==> src/rtl/spq_pkg.sv <==
// Package: item types, operation and status codes, controller/datapath links
package spq_pkg;

  localparam int unsigned IdW    = 16;
  localparam int unsigned PrioW  = 16;
  localparam int unsigned CountW = 5;

  typedef enum logic [1:0] {
    OP_INSERT  = 2'd0,
    OP_POP     = 2'd1,
    OP_UPGRADE = 2'd2,
    OP_CLEAR   = 2'd3
  } op_e;

  typedef enum logic [1:0] {
    ST_OK        = 2'd0,
    ST_EMPTY     = 2'd1,
    ST_NOT_FOUND = 2'd2,
    ST_FULL      = 2'd3
  } status_e;

  typedef struct packed {
    op_e              op;
    logic [IdW-1:0]   entry_id;
    logic [PrioW-1:0] priority_req;
  } in_t;

  typedef struct packed {
    status_e           status;
    logic [IdW-1:0]    popped_id;
    logic [IdW-1:0]    front_id;
    logic [PrioW-1:0]  front_priority;
    logic              is_empty;
    logic [CountW-1:0] count;
  } out_t;

  // Commands from the controller to the datapath
  typedef struct packed {
    logic exec;      // apply the accepted item's operation
    logic reinsert;  // second pass of an upgrade: insert the held request
    logic load_out;  // capture the result into the output register
  } ctl_t;

  // Status from the datapath to the controller
  typedef struct packed {
    logic reinsert_req;  // the item being accepted is an upgrade that removed an entry
  } sts_t;

endpackage

==> src/rtl/spq_ctrl.sv <==
// Controller: sequences accept, upgrade reinsert pass and result hand-off
module spq_ctrl (
  input  logic          clk_i,
  input  logic          rst_ni,
  input  logic          in_valid_i,
  output logic          in_ready_o,
  output logic          out_valid_o,
  input  logic          out_ready_i,
  input  spq_pkg::sts_t sts_i,
  output spq_pkg::ctl_t ctl_o
);

  typedef enum logic [2:0] {
    S_IDLE = 3'b001,
    S_INS  = 3'b010,
    S_RES  = 3'b100
  } state_e;

  state_e state_q, state_d;
  logic   out_valid_q, out_valid_d;
  logic   out_free;

  assign in_ready_o  = (state_q == S_IDLE);
  assign out_valid_o = out_valid_q;
  assign out_free    = !out_valid_q || out_ready_i;

  // Decode state into datapath commands
  always_comb begin
    ctl_o          = '0;
    ctl_o.exec     = in_ready_o && in_valid_i;
    ctl_o.reinsert = (state_q == S_INS);
    ctl_o.load_out = (state_q == S_RES) && out_free;
  end

  // Advance the sequence
  always_comb begin
    state_d = state_q;
    case (state_q)
      S_IDLE: begin
        if (ctl_o.exec) begin
          state_d = sts_i.reinsert_req ? S_INS : S_RES;
        end
      end
      S_INS: begin
        state_d = S_RES;
      end
      S_RES: begin
        if (out_free) begin
          state_d = S_IDLE;
        end
      end
      default: begin
        state_d = S_IDLE;
      end
    endcase
  end

  // Hold the result valid until taken
  always_comb begin
    if (ctl_o.load_out) begin
      out_valid_d = 1'b1;
    end else if (out_ready_i) begin
      out_valid_d = 1'b0;
    end else begin
      out_valid_d = out_valid_q;
    end
  end

  always_ff @(posedge clk_i or negedge rst_ni) begin
    if (!rst_ni) begin
      state_q     <= S_IDLE;
      out_valid_q <= 1'b0;
    end else begin
      state_q     <= state_d;
      out_valid_q <= out_valid_d;
    end
  end

endmodule

==> src/rtl/spq_datapath.sv <==
// Datapath: sorted cell array with parallel compare, request and result registers
module spq_datapath #(
  parameter int unsigned DEPTH = 16
) (
  input  logic          clk_i,
  input  logic          rst_ni,
  input  spq_pkg::in_t  in_item_i,
  input  spq_pkg::ctl_t ctl_i,
  output spq_pkg::sts_t sts_o,
  output spq_pkg::out_t out_item_o
);

  localparam int unsigned CW = $clog2(DEPTH + 1);

  logic [spq_pkg::IdW-1:0]   slot_id_q [DEPTH];
  logic [spq_pkg::IdW-1:0]   slot_id_d [DEPTH];
  logic [spq_pkg::PrioW-1:0] slot_pr_q [DEPTH];
  logic [spq_pkg::PrioW-1:0] slot_pr_d [DEPTH];
  logic [CW-1:0]             fill_q, fill_d;

  logic [spq_pkg::IdW-1:0]   req_id_q;
  logic [spq_pkg::PrioW-1:0] req_pr_q;
  spq_pkg::status_e          status_q, status_d;
  logic [spq_pkg::IdW-1:0]   popped_q, popped_d;
  spq_pkg::out_t             out_q, out_d;

  logic [spq_pkg::IdW-1:0]   ins_id;
  logic [spq_pkg::PrioW-1:0] ins_pr;
  logic [DEPTH-1:0]          le, match, seen;
  logic                      is_full, is_empty, found;
  logic                      do_ins, do_rem, do_clr, rem_pop;

  assign is_full  = (fill_q == CW'(DEPTH));
  assign is_empty = (fill_q == '0);
  assign found    = seen[DEPTH-1];

  // Pick the entry to insert: the new item, or the held upgrade request
  assign ins_id = ctl_i.reinsert ? req_id_q : in_item_i.entry_id;
  assign ins_pr = ctl_i.reinsert ? req_pr_q : in_item_i.priority_req;

  assign rem_pop = ctl_i.exec && (in_item_i.op == spq_pkg::OP_POP) && !is_empty;
  assign do_ins  = ctl_i.reinsert
                || (ctl_i.exec && (in_item_i.op == spq_pkg::OP_INSERT) && !is_full);
  assign do_rem  = rem_pop
                || (ctl_i.exec && (in_item_i.op == spq_pkg::OP_UPGRADE) && found);
  assign do_clr  = ctl_i.exec && (in_item_i.op == spq_pkg::OP_CLEAR);

  assign sts_o.reinsert_req = (in_item_i.op == spq_pkg::OP_UPGRADE) && found;

  // Per-cell compare and next value
  for (genvar k = 0; k < DEPTH; k++) begin : g_cell
    logic valid_k, pos_k, shift_k;

    assign valid_k  = (CW'(k) < fill_q);
    assign le[k]    = valid_k && (slot_pr_q[k] <= ins_pr);
    assign match[k] = valid_k && (slot_id_q[k] == in_item_i.entry_id)
                   && (slot_pr_q[k] > in_item_i.priority_req);

    if (k == 0) begin : g_head
      assign seen[k] = match[k];
      assign pos_k   = !le[k];
    end else begin : g_body
      assign seen[k] = match[k] || seen[k-1];
      assign pos_k   = !le[k] && le[k-1];
    end

    assign shift_k = rem_pop || seen[k];

    always_comb begin
      slot_id_d[k] = slot_id_q[k];
      slot_pr_d[k] = slot_pr_q[k];
      if (do_ins && !le[k]) begin
        if (pos_k) begin
          slot_id_d[k] = ins_id;
          slot_pr_d[k] = ins_pr;
        end else if (k > 0) begin
          slot_id_d[k] = slot_id_q[(k > 0) ? k - 1 : 0];
          slot_pr_d[k] = slot_pr_q[(k > 0) ? k - 1 : 0];
        end
      end else if (do_rem && shift_k && (k < DEPTH - 1)) begin
        slot_id_d[k] = slot_id_q[(k < DEPTH - 1) ? k + 1 : k];
        slot_pr_d[k] = slot_pr_q[(k < DEPTH - 1) ? k + 1 : k];
      end
    end
  end

  // Update the fill count
  always_comb begin
    fill_d = fill_q;
    if (do_clr) begin
      fill_d = '0;
    end else if (do_ins) begin
      fill_d = fill_q + CW'(1);
    end else if (do_rem) begin
      fill_d = fill_q - CW'(1);
    end
  end

  // Form status and popped id of the accepted item
  always_comb begin
    status_d = status_q;
    popped_d = popped_q;
    if (ctl_i.exec) begin
      status_d = spq_pkg::ST_OK;
      popped_d = '0;
      case (in_item_i.op)
        spq_pkg::OP_INSERT: begin
          if (is_full) status_d = spq_pkg::ST_FULL;
        end
        spq_pkg::OP_POP: begin
          if (is_empty) status_d = spq_pkg::ST_EMPTY;
          else popped_d = slot_id_q[0];
        end
        spq_pkg::OP_UPGRADE: begin
          if (!found) status_d = spq_pkg::ST_NOT_FOUND;
        end
        default: begin
          status_d = spq_pkg::ST_OK;
        end
      endcase
    end
  end

  // Build the result from the queue after the operation
  always_comb begin
    out_d                = out_q;
    if (ctl_i.load_out) begin
      out_d.status         = status_q;
      out_d.popped_id      = popped_q;
      out_d.is_empty       = is_empty;
      out_d.count          = spq_pkg::CountW'(fill_q);
      out_d.front_id       = is_empty ? '0 : slot_id_q[0];
      out_d.front_priority = is_empty ? '0 : slot_pr_q[0];
    end
  end

  always_ff @(posedge clk_i or negedge rst_ni) begin
    if (!rst_ni) begin
      fill_q <= '0;
    end else begin
      fill_q <= fill_d;
    end
  end

  always_ff @(posedge clk_i) begin
    for (int i = 0; i < DEPTH; i++) begin
      slot_id_q[i] <= slot_id_d[i];
      slot_pr_q[i] <= slot_pr_d[i];
    end
    if (ctl_i.exec) begin
      req_id_q <= in_item_i.entry_id;
      req_pr_q <= in_item_i.priority_req;
    end
    status_q <= status_d;
    popped_q <= popped_d;
    out_q    <= out_d;
  end

  assign out_item_o = out_q;

endmodule

==> src/rtl/sorted_priority_queue_with_upgrade.sv <==
// Top level: sorted priority queue with upgrade, controller plus cell-array datapath
//
//   channel   direction  handshake                 payload
//   in        input      in_valid_i / in_ready_o   in_item_i  (spq_pkg::in_t)
//   out       output     out_valid_o / out_ready_i out_item_o (spq_pkg::out_t)
//
// Each item passes through apply, then load result; an upgrade that removes its entry adds
// a reinsert pass through the same cell array between the remove and the load.
// The result register loads in the result state, once the output register is free.
// The next item is accepted once the result is in the output register.
// Reset empties the queue; slot contents are left as they are.
// A stalled output lets one more item in; that item waits in the result state.
module sorted_priority_queue_with_upgrade #(
  parameter int unsigned DEPTH = 16
) (
  input  logic          clk_i,
  input  logic          rst_ni,
  input  logic          in_valid_i,
  output logic          in_ready_o,
  input  spq_pkg::in_t  in_item_i,
  output logic          out_valid_o,
  input  logic          out_ready_i,
  output spq_pkg::out_t out_item_o
);

  spq_pkg::ctl_t ctl;
  spq_pkg::sts_t sts;

  spq_ctrl u_ctrl (
    .clk_i       (clk_i),
    .rst_ni      (rst_ni),
    .in_valid_i  (in_valid_i),
    .in_ready_o  (in_ready_o),
    .out_valid_o (out_valid_o),
    .out_ready_i (out_ready_i),
    .sts_i       (sts),
    .ctl_o       (ctl)
  );

  spq_datapath #(
    .DEPTH (DEPTH)
  ) u_datapath (
    .clk_i      (clk_i),
    .rst_ni     (rst_ni),
    .in_item_i  (in_item_i),
    .ctl_i      (ctl),
    .sts_o      (sts),
    .out_item_o (out_item_o)
  );

`ifndef SYNTHESIS
  // An upgrade that removed an entry must be followed by its reinsert pass
  a_reinsert_follows: assert property (@(posedge clk_i) disable iff (!rst_ni)
    ctl.exec && sts.reinsert_req |=> ctl.reinsert)
    else $error("upgrade reinsert pass missing");

  // A result is loaded only when the output register is free
  a_load_free: assert property (@(posedge clk_i) disable iff (!rst_ni)
    ctl.load_out |-> (!out_valid_o || out_ready_i))
    else $error("result overwritten before taken");

  // No item is taken during a reinsert pass
  a_no_accept_reinsert: assert property (@(posedge clk_i) disable iff (!rst_ni)
    ctl.reinsert |-> !in_ready_o)
    else $error("item accepted during reinsert");

  // An empty result reports a zero front id and front priority
  a_empty_front: assert property (@(posedge clk_i) disable iff (!rst_ni)
    out_valid_o && out_item_o.is_empty |->
      (out_item_o.front_id == '0) && (out_item_o.front_priority == '0))
    else $error("empty result with nonzero front");
`endif

endmodule
==> config.mk <==
export PLATFORM = sky130hd
export DESIGN_NAME = sorted_priority_queue_with_upgrade
export DESIGN_NICKNAME = d
export VERILOG_FILES = /design/src/rtl/spq_pkg.sv /design/src/rtl/spq_ctrl.sv /design/src/rtl/spq_datapath.sv /design/src/rtl/sorted_priority_queue_with_upgrade.sv
export SDC_FILE = /design/constraint.sdc
export NUM_CORES = 2
export LEC_CHECK = 0
export BUFFER_PORTS_ARGS = -buffer_cell sky130_fd_sc_hd__buf_2
export CORE_ASPECT_RATIO = 0.5
export CORE_MARGIN = 2
export CORE_UTILIZATION = 55
export CTS_BUF_LIST = sky130_fd_sc_hd__clkbuf_8
export CTS_CLUSTER_DIAMETER = 200
export DETAILED_ROUTE_END_ITERATION = 7
export GPL_ROUTABILITY_DRIVEN = 0
export GPL_TIMING_DRIVEN = 0
export PLACE_DENSITY = 0.79
export SYNTH_ARGS = -nofsm -noshare
export SYNTH_HDL_FRONTEND = slang
export SYNTH_SLANG_ARGS = --single-unit
export TNS_END_PERCENT = 30
==> constraint.sdc <==
create_clock -name clk_i -period 18.4 [get_ports clk_i]
set_clock_uncertainty 0.15 [all_clocks]
set_input_delay 1.84 -clock clk_i [delete_from_list [all_inputs] [get_ports clk_i]]
set_output_delay 1.84 -clock clk_i [all_outputs]
set_load 0.005 [all_outputs]
==> out/summary.txt <==
Setup Buffers After CTS -> 0
Vias in the first global route -> 39700
Share of layout cells above drive strength 1 -> 0.0978
Top FF cell, synth -> edfxtp_1
Worst Tran Pin Value -> 1.62 ns
Top cell by count, worst path -> o21a_1
Area of the core -> 81800 um2
Most frequent cell after synthesis -> edfxtp_1
Total power draw -> 0.00494 W
Max FO, Critical Path -> 32
Most frequent cells after synthesis -> 618 x edfxtp_1, 599 x o21ai_0, 515 x ha_1
H-tree depth -> 3
Max transition margin -> -0.112
R2R setup slack -> 9.46 ns
Ys async rst share -> 0.0144
Clock Pin Slew Worst Setup and Hold Paths -> 0.06 ns
Fraction of synthesized cell area in xor and xnor cells -> 0.0495
Pleak -> 19.7 nW
Chip Width -> 411 um
Post-Syn Nets -> 5183
Cts hold-fix bufs -> 0
Largest net degree at the start of global routing -> 60
Final Hold Viols -> 0
Setup TNS -> 0 ns
Largest family of logic cells by synthesized area -> compound AO/OA/AOI/OAI gates
FP Rows -> 74
Hold path endpoint -> u_datapath.out_item_o[51]
Overall routing resource usage -> 0.353
Drt pass-1 iters -> 8
Clk_lat worst skew -> 0.79 ns
Synth Warn # -> 0
Critical path class -> in -> reg
Slew Limit Fails -> 10
Min cycle time layout -> 9.11 ns
WL/cell -> 25.8 um
Top cell type's share of synthesized area -> 0.408
Num Clock Sinks -> 627
Pwr Density -> 99.5 nW/um2
Synth Area in Adders -> 0.142
RSZ-0062 raised after global routing -> false
CP max stage delay -> 1.43 ns
Cell Chain, Critical Path -> buf_2, inv_1, o21ai_1, clkinv_1, ha_1, nor2b_1, o21a_1, o21a_1, o21a_1, o21a_1, o211ai_1, a211oi_1, o21ai_0, clkbuf_1, clkbuf_1, nand3_2
Remaining DRCs -> 9
Drt total wl -> 156000 um
DPL Wire Length -> 121000 um
Post-synthesis simple-gate area fraction -> 0.138
Ranking of synthesized cells by area -> edfxtp_1 41%, ha_1 14%, o21ai_0 6.6%, nand2_1 4.0%, mux2_2 3.3%
Die area -> 85200 um2
Crit path buffers/inverters -> 5
Area Growth Syn to Fin -> 9.11%
R2r startpoint -> u_ctrl.state_q[0]
EDFF count, synth -> 618
Via count -> 41500
First-pass GRT wire length -> 230000 um
Synth Cell Area -> 45500 um2
Number of max-cap violations -> 2
Final worst-path cycle share -> 0.495
Failing checks -> DRC, capacitance limit, slew limit
Worst Path Arrival -> 9.17 ns
CTS Root Cell -> clkbuf_8
PortBufs -> 95
Synth cell types -> 84
CTS Buffer Depth -> 3
Family with the most delay on the worst path -> buffers and inverters
R2r worst-path depth -> 17
Worst Min Path Start -> u_datapath.popped_q[13]
Mean Syn Cell Area -> 9.83 um2
Iteration-0 DRC Markers -> 7809
CP startpoint kind -> input pin
Multiplexer share of the synthesized area -> 0.0681
Vias/cell -> 6.88
Ports -> 96
Fmax -> 110 MHz
Critical Path RT -> 18.46 ns
Synthesized instance count -> 4630
Initial Util -> 0.557
Seq/Total Area, Yosys -> 0.413
Post-CTS sizing -> 0
Critical path's slowest cell -> clkinv_1
Synth Area in Compound Gates -> 0.161
CTS buffer count -> 96
Die height -> 207 um
CTS tree -> done
Hold depth -> 0
VDD IR-drop max -> 0.0495 mV
Antenna violations before repair -> 2
Status -> finished with violations
Final #Nets -> 5405
Crit. End Element -> register
Hold crit path type -> reg -> reg
Reg-to-reg endpoint -> u_datapath.slot_id_q[7][4]
Grt ovf -> 0
Post-synthesis register bit count -> 627
ANT nets after route -> 0
Synth area leader -> edfxtp_1
Setup violations, final -> 0
layer usage:
layer / vias up / track usage / routed length, um
met5: - / 0 / 11
met2: 3680 / 0.521 / 65500
met3: 735 / 0.0995 / 23600
li1: 17800 / - / -
met4: 2 / 0.206 / 9830
met1: 19300 / 0.463 / 56700
worst reg2reg max path, delay by kind of cell, from the launching register on:
family | cells | cell delay [ns]
adder cells (fa/ha/maj) | 1 | 0.75
AND/OR/NAND/NOR | 4 | 1.12
AO/OA/AOI/OAI | 7 | 2.56
flip-flops | 1 | 0.56
buffers and inverters | 5 | 3.23
through the flow:
stage	area [um2]	setup WS [ns]	hold slack (ns)	utilization	std cells
floorplan	45500	11.44	0.250	-	4630
global placement	47400	7.60	0.253	0.579	5827
global route	49700	9.26	0.273	0.607	6033
detailed placement	47600	8.45	0.255	0.583	5850
finish	49700	9.29	0.268	0.607	6033
CTS	49500	9.26	0.269	0.606	6026
how the worst max path moves through the flow:
stage	slack, ns	startpoint	endpoint	cells after the start
floorplan	11.44	in_item_i[13]	u_datapath.slot_id_q[6][16]	12
global placement	7.60	in_item_i[15]	u_datapath.slot_id_q[6][22]	13
detailed placement	8.45	in_item_i[9]	u_datapath.slot_id_q[5][24]	16
CTS	9.26	in_item_i[9]	u_datapath.slot_id_q[5][26]	16
global route	9.26	in_item_i[9]	u_datapath.slot_id_q[7][4]	15
finish	9.29	in_item_i[1]	u_datapath.slot_id_q[7][4]	16
placed cells by master, fill, tap and decap left out, drive strengths merged, types with 66 or more instances in the layout:
master	n
o21ai	622
edfxtp	618
ha	515
nand2	491
nor2	313
a21oi	299
clkbuf	298
buf	189
mux2i	150
mux2	142
xor2	130
xnor2	127
nand3	118
nand4	110
a21o	82
nor4	80
inv	76
nor2b	66
kinds of logic (layout without fill, tap and decap cells):
group | after synthesis | after routing
multiplexers | 292 | 292
AO/OA/AOI/OAI | 1261 | 1261
adder cells (fa/ha/maj) | 515 | 515
buffers and inverters | 328 | 628
AND/OR/NAND/NOR | 1350 | 1350
other | 0 | 1
XOR/XNOR | 257 | 257
flip-flops | 627 | 627
registers in the layout, indices dropped and copies added, names as in the netlist:
| register | count |
|---|---|
| u_datapath.fill_q | 5 |
| u_datapath.out_item_o | 56 |
| u_datapath.status_q | 2 |
| u_datapath.slot_id_q | 256 |
| u_ctrl.state_q | 3 |
| u_datapath.slot_pr_q | 256 |
| u_datapath.req_id_q | 16 |
| u_datapath.popped_q | 16 |
| u_ctrl.out_valid_o | 1 |
| u_datapath.req_pr_q | 16 |
report_power, final:
| group | internal, W | switching [W] | total, W |
|---|---|---|---|
| Combinational | 0.000608 | 0.00120 | 0.00180 |
| Sequential | 0.00178 | 0.000150 | 0.00193 |
| Clock | 0.000589 | 0.000616 | 0.00121 |
| Total | 0.00298 | 0.00196 | 0.00494 |
cell type report:
cell class | instances | area (um2)
inverters | 64 | 244
flip-flops and latches | 627 | 18800
diodes | 1 | 2.50
multi-input cells | 3675 | 25500
well taps | 1102 | 1380
plain buffers | 264 | 1070
clock inverters | 77 | 518
repair buffers | 124 | 768
fillers | 6456 | 32100
clock buffers | 99 | 1360
Note: power is estimated with default switching activity, not from simulation.
